File: config.mk
export PLATFORM = sky130hd
export DESIGN_NAME = keyed_slot_buffer
export DESIGN_NICKNAME = d
export VERILOG_FILES = /design/src/hw/rtl/ksb_pkg.sv /design/src/hw/rtl/ksb_dp.sv /design/src/hw/rtl/ksb_ctrl.sv /design/src/hw/rtl/keyed_slot_buffer.sv
export SDC_FILE = /design/constraint.sdc
export NUM_CORES = 2
export LEC_CHECK = 0
export BUFFER_PORTS_ARGS = -buffer_cell sky130_fd_sc_hd__clkbuf_2
export CAP_MARGIN = 40
export CORE_UTILIZATION = 55
export DETAILED_ROUTE_END_ITERATION = 6
export PLACE_DENSITY = 0.72
export SLEW_MARGIN = 20
export SYNTH_ARGS = -nofsm -noshare
export SYNTH_HDL_FRONTEND = slang
export SYNTH_HIERARCHICAL = 1
export SYNTH_SLANG_ARGS = --single-unit
File: constraint.sdc
create_clock -name clk -period 9.7 [get_ports clk]
set_clock_uncertainty 0.05 [all_clocks]
set_input_delay 2.91 -clock clk [delete_from_list [all_inputs] [get_ports clk]]
set_output_delay 2.91 -clock clk [all_outputs]
set_load 0.05 [all_outputs]
File: src/hw/rtl/ksb_pkg.sv
// ----------------------------------------------------------------------------
// ksb_pkg - shared types and constants for the keyed slot buffer
// Item and result layouts, status and mode codes, register indexes and the
// command bundle passed from the controller to the datapath.
// ----------------------------------------------------------------------------
package ksb_pkg;

  // Configuration port
  localparam int unsigned CFG_IDX_W  = 1;
  localparam int unsigned CFG_DATA_W = 5;
  localparam logic [CFG_IDX_W-1:0] CFG_SLOTS_IN_USE        = 1'b0;
  localparam logic [CFG_IDX_W-1:0] CFG_MATCH_ON_ENTERPRISE = 1'b1;
  localparam logic [CFG_DATA_W-1:0] SLOTS_IN_USE_RESET     = 5'd16;

  // Largest slot count the 5-bit register can select
  localparam int unsigned SEARCH_MAX = (1 << CFG_DATA_W) - 1;

  // Item mode codes
  localparam logic MODE_WRITE = 1'b0;
  localparam logic MODE_READ  = 1'b1;

  // Result status codes
  localparam logic [1:0] ST_WRITTEN = 2'd0;
  localparam logic [1:0] ST_DROPPED = 2'd1;
  localparam logic [1:0] ST_FOUND   = 2'd2;
  localparam logic [1:0] ST_NONE    = 2'd3;

  typedef struct packed {
    logic        mode;
    logic [15:0] op_id;
    logic [7:0]  client;
    logic [7:0]  enterprise;
    logic [63:0] payload;
    logic [7:0]  wanted_id;
  } ksb_item_t;

  typedef struct packed {
    logic [1:0]  status;
    logic [15:0] found_op_id;
    logic [7:0]  found_client;
    logic [7:0]  found_enterprise;
    logic [63:0] found_payload;
  } ksb_result_t;

  // One stored record
  typedef struct packed {
    logic [15:0] op_id;
    logic [7:0]  client;
    logic [7:0]  enterprise;
    logic [63:0] payload;
  } ksb_rec_t;

  // Controller to datapath commands
  typedef struct packed {
    logic load;  // capture the incoming item
    logic find;  // search the slots and commit the update
  } ksb_cmd_t;

endpackage

File: src/hw/rtl/ksb_dp.sv
// ----------------------------------------------------------------------------
// ksb_dp - keyed slot buffer datapath
// Holds used marks, key copies and the record memory; runs the lowest-match
// search and builds the result.
// ----------------------------------------------------------------------------
module ksb_dp import ksb_pkg::*; #(
  parameter int unsigned SEARCH = 16
) (
  input  logic                  clk,
  input  logic                  rst,
  input  ksb_cmd_t              cmd,
  input  ksb_item_t             item,
  input  logic [CFG_DATA_W-1:0] slots_in_use,
  input  logic                  match_on_enterprise,
  output ksb_result_t           result
);

  localparam int unsigned IDX_W = $clog2(SEARCH);

  ksb_item_t        req;
  logic [SEARCH-1:0] used;
  logic [7:0]       key_client [SEARCH];
  logic [7:0]       key_ent    [SEARCH];
  ksb_rec_t         rec_mem    [SEARCH];
  ksb_rec_t         rd_rec;
  ksb_rec_t         wr_rec;
  logic [1:0]       status;
  logic             out_found;

  logic [SEARCH-1:0] cand;
  logic             hit;
  logic [IDX_W-1:0] hit_idx;
  logic             is_read;

  assign is_read = (req.mode == MODE_READ);
  assign wr_rec  = '{op_id: req.op_id, client: req.client,
                     enterprise: req.enterprise, payload: req.payload};

  // Hold the item for the search cycle
  always_ff @(posedge clk) begin
    if (cmd.load) begin
      req <= item;
    end
  end

  // Candidate slots: free ones for a write, matching used ones for a read
  always_comb begin
    for (int i = 0; i < SEARCH; i++) begin
      if (CFG_DATA_W'(i) >= slots_in_use) begin
        cand[i] = 1'b0;
      end else if (is_read) begin
        cand[i] = used[i] &&
                  ((match_on_enterprise ? key_ent[i] : key_client[i]) == req.wanted_id);
      end else begin
        cand[i] = !used[i];
      end
    end
  end

  // Lowest candidate wins
  always_comb begin
    hit     = 1'b0;
    hit_idx = '0;
    for (int i = SEARCH - 1; i >= 0; i--) begin
      if (cand[i]) begin
        hit     = 1'b1;
        hit_idx = IDX_W'(i);
      end
    end
  end

  always_ff @(posedge clk) begin
    if (rst) begin
      used <= '0;
    end else if (cmd.find && hit) begin
      used[hit_idx] <= !is_read;
    end
  end

  always_ff @(posedge clk) begin
    if (cmd.find && hit && !is_read) begin
      key_client[hit_idx] <= req.client;
      key_ent[hit_idx]    <= req.enterprise;
    end
  end

  // Record memory: one write or one registered read per cycle
  always_ff @(posedge clk) begin
    if (cmd.find && hit && !is_read) begin
      rec_mem[hit_idx] <= wr_rec;
    end
  end

  always_ff @(posedge clk) begin
    if (cmd.find && hit && is_read) begin
      rd_rec <= rec_mem[hit_idx];
    end
  end

  always_ff @(posedge clk) begin
    if (cmd.find) begin
      out_found <= is_read && hit;
      if (is_read) begin
        status <= hit ? ST_FOUND : ST_NONE;
      end else begin
        status <= hit ? ST_WRITTEN : ST_DROPPED;
      end
    end
  end

  always_comb begin
    result.status           = status;
    result.found_op_id      = out_found ? rd_rec.op_id      : '0;
    result.found_client     = out_found ? rd_rec.client     : '0;
    result.found_enterprise = out_found ? rd_rec.enterprise : '0;
    result.found_payload    = out_found ? rd_rec.payload    : '0;
  end

`ifndef SYNTHESIS
  a_read_frees_slot: assert property (@(posedge clk) disable iff (rst)
    (cmd.find && hit && is_read) |=> !used[$past(hit_idx)])
    else $error("read hit left its slot marked used");

  a_write_takes_slot: assert property (@(posedge clk) disable iff (rst)
    (cmd.find && hit && !is_read) |=> used[$past(hit_idx)])
    else $error("write hit did not mark its slot used");
`endif

endmodule

File: src/hw/rtl/ksb_ctrl.sv
// ----------------------------------------------------------------------------
// ksb_ctrl - keyed slot buffer controller
// Sequences capture, search and result strobe for one item at a time.
// ----------------------------------------------------------------------------
module ksb_ctrl import ksb_pkg::*; (
  input  logic     clk,
  input  logic     rst,
  input  logic     start,
  output logic     busy,
  output logic     done,
  output ksb_cmd_t cmd
);

  localparam logic [1:0] S_IDLE = 2'd0;
  localparam logic [1:0] S_FIND = 2'd1;
  localparam logic [1:0] S_OUT  = 2'd2;

  logic [1:0] state;
  logic [1:0] state_next;
  logic       accept;

  assign busy     = (state == S_FIND);
  assign done     = (state == S_OUT);
  assign accept   = start && !busy;
  assign cmd.load = accept;
  assign cmd.find = (state == S_FIND);

  always_comb begin
    case (state)
      S_IDLE:  state_next = accept ? S_FIND : S_IDLE;
      S_FIND:  state_next = S_OUT;
      S_OUT:   state_next = accept ? S_FIND : S_IDLE;
      default: state_next = S_IDLE;
    endcase
  end

  always_ff @(posedge clk) begin
    if (rst) begin
      state <= S_IDLE;
    end else begin
      state <= state_next;
    end
  end

`ifndef SYNTHESIS
  a_accept_to_find: assert property (@(posedge clk) disable iff (rst)
    accept |=> busy)
    else $error("accepted item did not enter the search cycle");

  a_find_to_done: assert property (@(posedge clk) disable iff (rst)
    busy |=> (done && !busy))
    else $error("search cycle not followed by exactly one result strobe");

  a_done_after_find: assert property (@(posedge clk) disable iff (rst)
    done |-> $past(busy))
    else $error("result strobe without a preceding search");
`endif

endmodule

File: src/hw/rtl/keyed_slot_buffer.sv
// ----------------------------------------------------------------------------
// keyed_slot_buffer - tagged record store with first-free insert and
// first-match remove
// Top level: configuration registers, controller and datapath.
// ----------------------------------------------------------------------------
// For each item, the accept edge captures it, the next cycle
// runs the key compare and priority search over the slots and commits the
// update, and the result is shown on the following cycle with done high for
// exactly that one cycle. A new item may be accepted in the cycle its
// predecessor's result is shown, so back-to-back items overlap each result
// with the next capture; busy is high only in the search cycle. The receiver
// cannot stall: sample result whenever done is high. A write (mode 0) places
// the record in the lowest free slot below slots_in_use, or reports status 1
// when none is free. A read (mode 1) removes the lowest used slot whose
// client (or enterprise, per match_on_enterprise) equals wanted_id and
// returns its record with status 2, or status 3 with zero fields. Writes and
// drops return zero record fields. The slot count register is 5 bits, so
// at most 31 slots can ever be searched; storage is built for the smaller of
// SLOTS and 31. cfg_ready is always high; write configuration only while no
// item is in flight.
// ----------------------------------------------------------------------------
module keyed_slot_buffer import ksb_pkg::*; #(
  parameter int unsigned SLOTS = 16
) (
  input  logic                  clk,
  input  logic                  rst,
  input  logic                  start,
  output logic                  busy,
  input  ksb_item_t             item,
  output logic                  done,
  output ksb_result_t           result,
  input  logic                  cfg_valid,
  output logic                  cfg_ready,
  input  logic [CFG_IDX_W-1:0]  cfg_index,
  input  logic [CFG_DATA_W-1:0] cfg_data
);

  // Only the slots the count register can reach are built
  localparam int unsigned SEARCH = (SLOTS < SEARCH_MAX) ? SLOTS : SEARCH_MAX;

  logic [CFG_DATA_W-1:0] slots_in_use;
  logic                  match_on_enterprise;
  ksb_cmd_t              cmd;

  // Configuration writes are always taken
  assign cfg_ready = 1'b1;

  always_ff @(posedge clk) begin
    if (rst) begin
      slots_in_use        <= SLOTS_IN_USE_RESET;
      match_on_enterprise <= 1'b0;
    end else if (cfg_valid && cfg_ready) begin
      case (cfg_index)
        CFG_SLOTS_IN_USE:        slots_in_use        <= cfg_data;
        CFG_MATCH_ON_ENTERPRISE: match_on_enterprise <= cfg_data[0];
        default: ;
      endcase
    end
  end

  // Sequence capture, search and result strobe
  ksb_ctrl u_ctrl (
    .clk   (clk),
    .rst   (rst),
    .start (start),
    .busy  (busy),
    .done  (done),
    .cmd   (cmd)
  );

  // Slot storage, search and result formatting
  ksb_dp #(
    .SEARCH (SEARCH)
  ) u_dp (
    .clk                 (clk),
    .rst                 (rst),
    .cmd                 (cmd),
    .item                (item),
    .slots_in_use        (slots_in_use),
    .match_on_enterprise (match_on_enterprise),
    .result              (result)
  );

endmodule

==> impl_metrics.tcl <==
set metrics [dict create \
    status "finished with violations" \
    violations "design-rule violations" \
    seq_area_um2 52730 \
    layout.nets 4490 \
    grt_pass1_vias 37126 \
    p_leak_nw 27.40 \
    syn-instance-count 4121 \
    cpMostUsedCell "buf_12" \
    maxCapViolCount 0 \
    worstPathCellList "buf_4 -> mux2i_1 -> xnor2_1 -> nor4_1 -> a41oi_1 -> o21ba_1 -> o311a_1 -> o31ai_4 -> buf_4 -> buf_12 -> buf_12 -> nand2_4 -> buf_12 -> o22ai_1 -> nor2_1 -> nand2_1" \
    finalHoldWorstSlack_ns 0.4100 \
    cp.arrival_ns 7.50 \
    grt_pass1_wl_mm 246.3 \
    setup_tns_ns 0 \
    critPathSlowestCell "dfxtp_4" \
    area_growth_pct 13.15 \
    dpl.hpwl_mm 96.17 \
    setup_ws_ns 2.821 \
    powerDensity_nw_per_um2 209.8 \
    period_minus_slack_ns 6.879 \
    place.gp.congestion 0.9331 \
    yosysWarnings 6 \
    cts-hold-fix-buffers 0 \
    synth.avg_cell_area_um2 16.90 \
    fin_crit_sh 0.7092 \
    grtUsageMet2 0.4338 \
    total_power_w 0.01653 \
    path_delay_family "buffers and inverters" \
    hold_path_class "reg -> reg" \
    worst-path-buf-inv 5 \
    worstSetupEndpointType "flip-flop" \
    setup_violations 0 \
    synth_area_um2 69650 \
    clock_latency_ns 0.82 \
    fp.dieH_um 357.9 \
    hold_viol 0 \
    synth-seq-cells 1764 \
    r2r_slack_ns 2.82 \
    cts_tree "done" \
    cts.sinks 1764 \
    syn_nets 4236 \
    max_freq_ghz 0.1454 \
    wl_per_cell_um 27.67 \
    slew_viol_final 0 \
    fp-row-count 130 \
    num_vias 37811 \
    critPathLaunch "match_on_enterprise$_SDFFE_PP0P_" \
    root_buffer "clkbuf_16" \
    grt_overflow 0 \
    numCtsBuffers 173 \
    grt_max_degree 153 \
    drt_iter0_markers 4296 \
    critPathMaxFanout 121 \
    post_cts_buffers 0 \
    fill_cells 8784 \
    grt_busiest_layer "met2" \
    slowest_delay_ns 0.83 \
    die-area_um2 128100 \
    rsz0062_at_grt "false" \
    core_area_um2 125600 \
    ys_types 58 \
    ant_nets 0 \
    die_w_um 357.9 \
    r2r_cells 16 \
    synth_edf_count 1740 \
    drive_above_1_share 0.1345 \
    drcViolationCount 4 \
    crit_type "reg -> reg" \
    antenna_found_initial 4 \
    ir_drop_v 0.0002104 \
    startpoint_type "flip-flop" \
    placed_cells 5845 \
    first_pass_iters 7 \
    grt_use_met1 0.3649 \
    htree_levels 4 \
    synthArstFlopShare 0 \
    io-pin-count 216 \
    cts.clk_slew.worst_paths_ns 0.06 \
    fin_cells 6170 \
    detail_route.vias_per_cell 6.128 \
    pre_cts_slack_ns 3.082 \
    holdPathStages 1 \
    relSlewSlack 0.1035 \
    routed_wl_mm 170.7 \
    cts_repair_resize_count 0 \
    crit_cells 16 \
    min_from "u_ctrl/state[0]$_SDFF_PP0_" \
    synth_top_flop_cell "edfxtp_1" \
    grt_use_met3 0.04987 \
    worstReg2RegStart "match_on_enterprise$_SDFFE_PP0P_" \
    worst_ep_required_time_ns 10.32 \
    initial_core_util 0.5547 \
    multi_input_area_um2 15830 \
    clockBufferDepth 3 \
    synth_seq_area_share 0.7571 \
    portBuffers 214 \
    grt_usage 0.2668 \
    worstMarginPinSlew_ns 1.345 \
]
synthesized netlist by cell type (3+ instances only):
| library cell | instances | area, um^2 |
|---|---|---|
| o41ai_1 | 4 | 35.03 |
| xnor2_1 | 73 | 639.4 |
| or3_1 | 4 | 25.02 |
| buf_4 | 37 | 277.8 |
| clkbuf_1 | 89 | 334.1 |
| a21oi_1 | 21 | 105.1 |
| nand3_1 | 17 | 85.08 |
| nand4bb_1 | 4 | 45.04 |
| o31ai_1 | 3 | 22.52 |
| and2_1 | 108 | 675.7 |
| nor4_1 | 10 | 62.56 |
| nand4_1 | 8 | 50.05 |
| nor3_1 | 12 | 60.06 |
| a41oi_1 | 5 | 43.79 |
| o21ai_0 | 9 | 45.04 |
| buf_1 | 6 | 22.52 |
| a31oi_1 | 3 | 18.77 |
| nand2b_1 | 11 | 68.82 |
| inv_1 | 8 | 30.03 |
| xor2_1 | 55 | 481.7 |
| o32ai_1 | 74 | 648.1 |
| and3_1 | 6 | 37.54 |
| dfxtp_1 | 24 | 480.5 |
| nand2_1 | 127 | 476.7 |
| a22oi_1 | 3 | 22.52 |
| nor2_1 | 366 | 1374 |
| or4_1 | 7 | 52.55 |
| edfxtp_1 | 1740 | 52250 |
| or2_2 | 7 | 43.79 |
| o22ai_1 | 307 | 1921 |
| buf_6 | 11 | 123.9 |
| o21ai_1 | 5 | 25.02 |
| a311oi_1 | 8 | 70.07 |
| buf_2 | 95 | 475.5 |
| mux2i_1 | 824 | 8248 |
placed cells by master (no fill, tap or decap), drive strengths merged, types with 3 or more instances in the layout:
| cell type | netlist | layout |
|---|---|---|
| a41oi | 5 | 5 |
| edfxtp | 1740 | 1740 |
| o31ai | 3 | 3 |
| nand4 | 8 | 8 |
| clkinvlp | 0 | 8 |
| nand4bb | 4 | 4 |
| xnor2 | 73 | 73 |
| nor3 | 12 | 12 |
| nand2 | 128 | 128 |
| o22ai | 307 | 307 |
| mux2i | 824 | 824 |
| or3 | 4 | 4 |
| xor2 | 55 | 55 |
| inv | 8 | 20 |
| a311oi | 8 | 8 |
| a22oi | 3 | 3 |
| a21oi | 21 | 21 |
| nand3 | 17 | 17 |
| clkbuf | 89 | 425 |
| nor4 | 10 | 10 |
| buf | 149 | 101 |
| or4 | 7 | 7 |
| o32ai | 74 | 74 |
| nor2 | 367 | 367 |
| o21ai | 14 | 14 |
| bufinv | 0 | 16 |
| and3 | 6 | 6 |
| or2 | 7 | 7 |
| dfxtp | 24 | 24 |
| and2 | 108 | 108 |
| o41ai | 5 | 5 |
| a31oi | 3 | 3 |
| nand2b | 11 | 11 |
| clkinv | 0 | 72 |
| nor2b | 3 | 3 |
routing by layer:
metal,wire [um],part of all wire
met1,68920,0.40
met2,82880,0.49
met4,4999,0.029
met5,13,0.000076
met3,13900,0.081
final timing paths:
check,to
setup reg to reg,u_dp/rd_rec[72]$_DFFE_PP_
setup / recovery,u_dp/rd_rec[72]$_DFFE_PP_
hold / removal,u_ctrl/state[0]$_SDFF_PP0_
hold reg to reg,u_ctrl/state[0]$_SDFF_PP0_
where the power goes:
part	leakage [nW]	switching (W)	internal [W]
logic	8.74	0.000803	0.000490
clock network	2.73	0.00285	0.00376
registers	15.9	0.000134	0.00849
total	27.4	0.00379	0.0127
sequential cells by signal, indices dropped and copies added, names as in the netlist:
signal               count
u_dp/status              2
u_dp/is_read             1
u_ctrl/state             2
u_dp/rd_rec             96
u_dp/key_client        112
u_dp/key_ent           112
u_dp/rec_mem          1312
u_dp/req               104
slots_in_use             5
u_dp/out_found           1
match_on_enterprise      1
u_dp/used               16
metrics by stage:
stage | util | area (um^2)
2_1_floorplan | - | 69650
3_3_place_gp | 0.5771 | 72460
3_5_place_dp | 0.5820 | 73090
4_1_cts | 0.6268 | 78710
5_1_grt | 0.6276 | 78800
6_report | 0.6276 | 78810
worst register-to-register path: cells and delay by family, from the launching register on:
| family | cells | cell delay [ns] |
|---|---|---|
| buf+inv | 5 | 2.40 |
| simple gates | 4 | 1.68 |
| compound gates | 5 | 1.33 |
| flops | 1 | 0.83 |
| mux | 1 | 0.30 |
| xor+xnor | 1 | 0.14 |
kinds of logic after synthesis:
family,synth area share
xor+xnor,0.01610
buf+inv,0.01814
simple gates,0.04529
mux,0.1184
other cells,0.00005384
compound gates,0.04491
flops,0.7571
final cells by class:
class / instances / area share
clock buffers: 211 / 0.05712
repair buffers: 317 / 0.03186
diodes: 1 / 0.00003175
well taps: 1650 / 0.02620
flip-flops and latches: 1764 / 0.6692
clock inverters: 108 / 0.01418
multi-input cells: 2111 / 0.2008
inverters: 8 / 0.0006351
(Power assumes the default switching activity.)
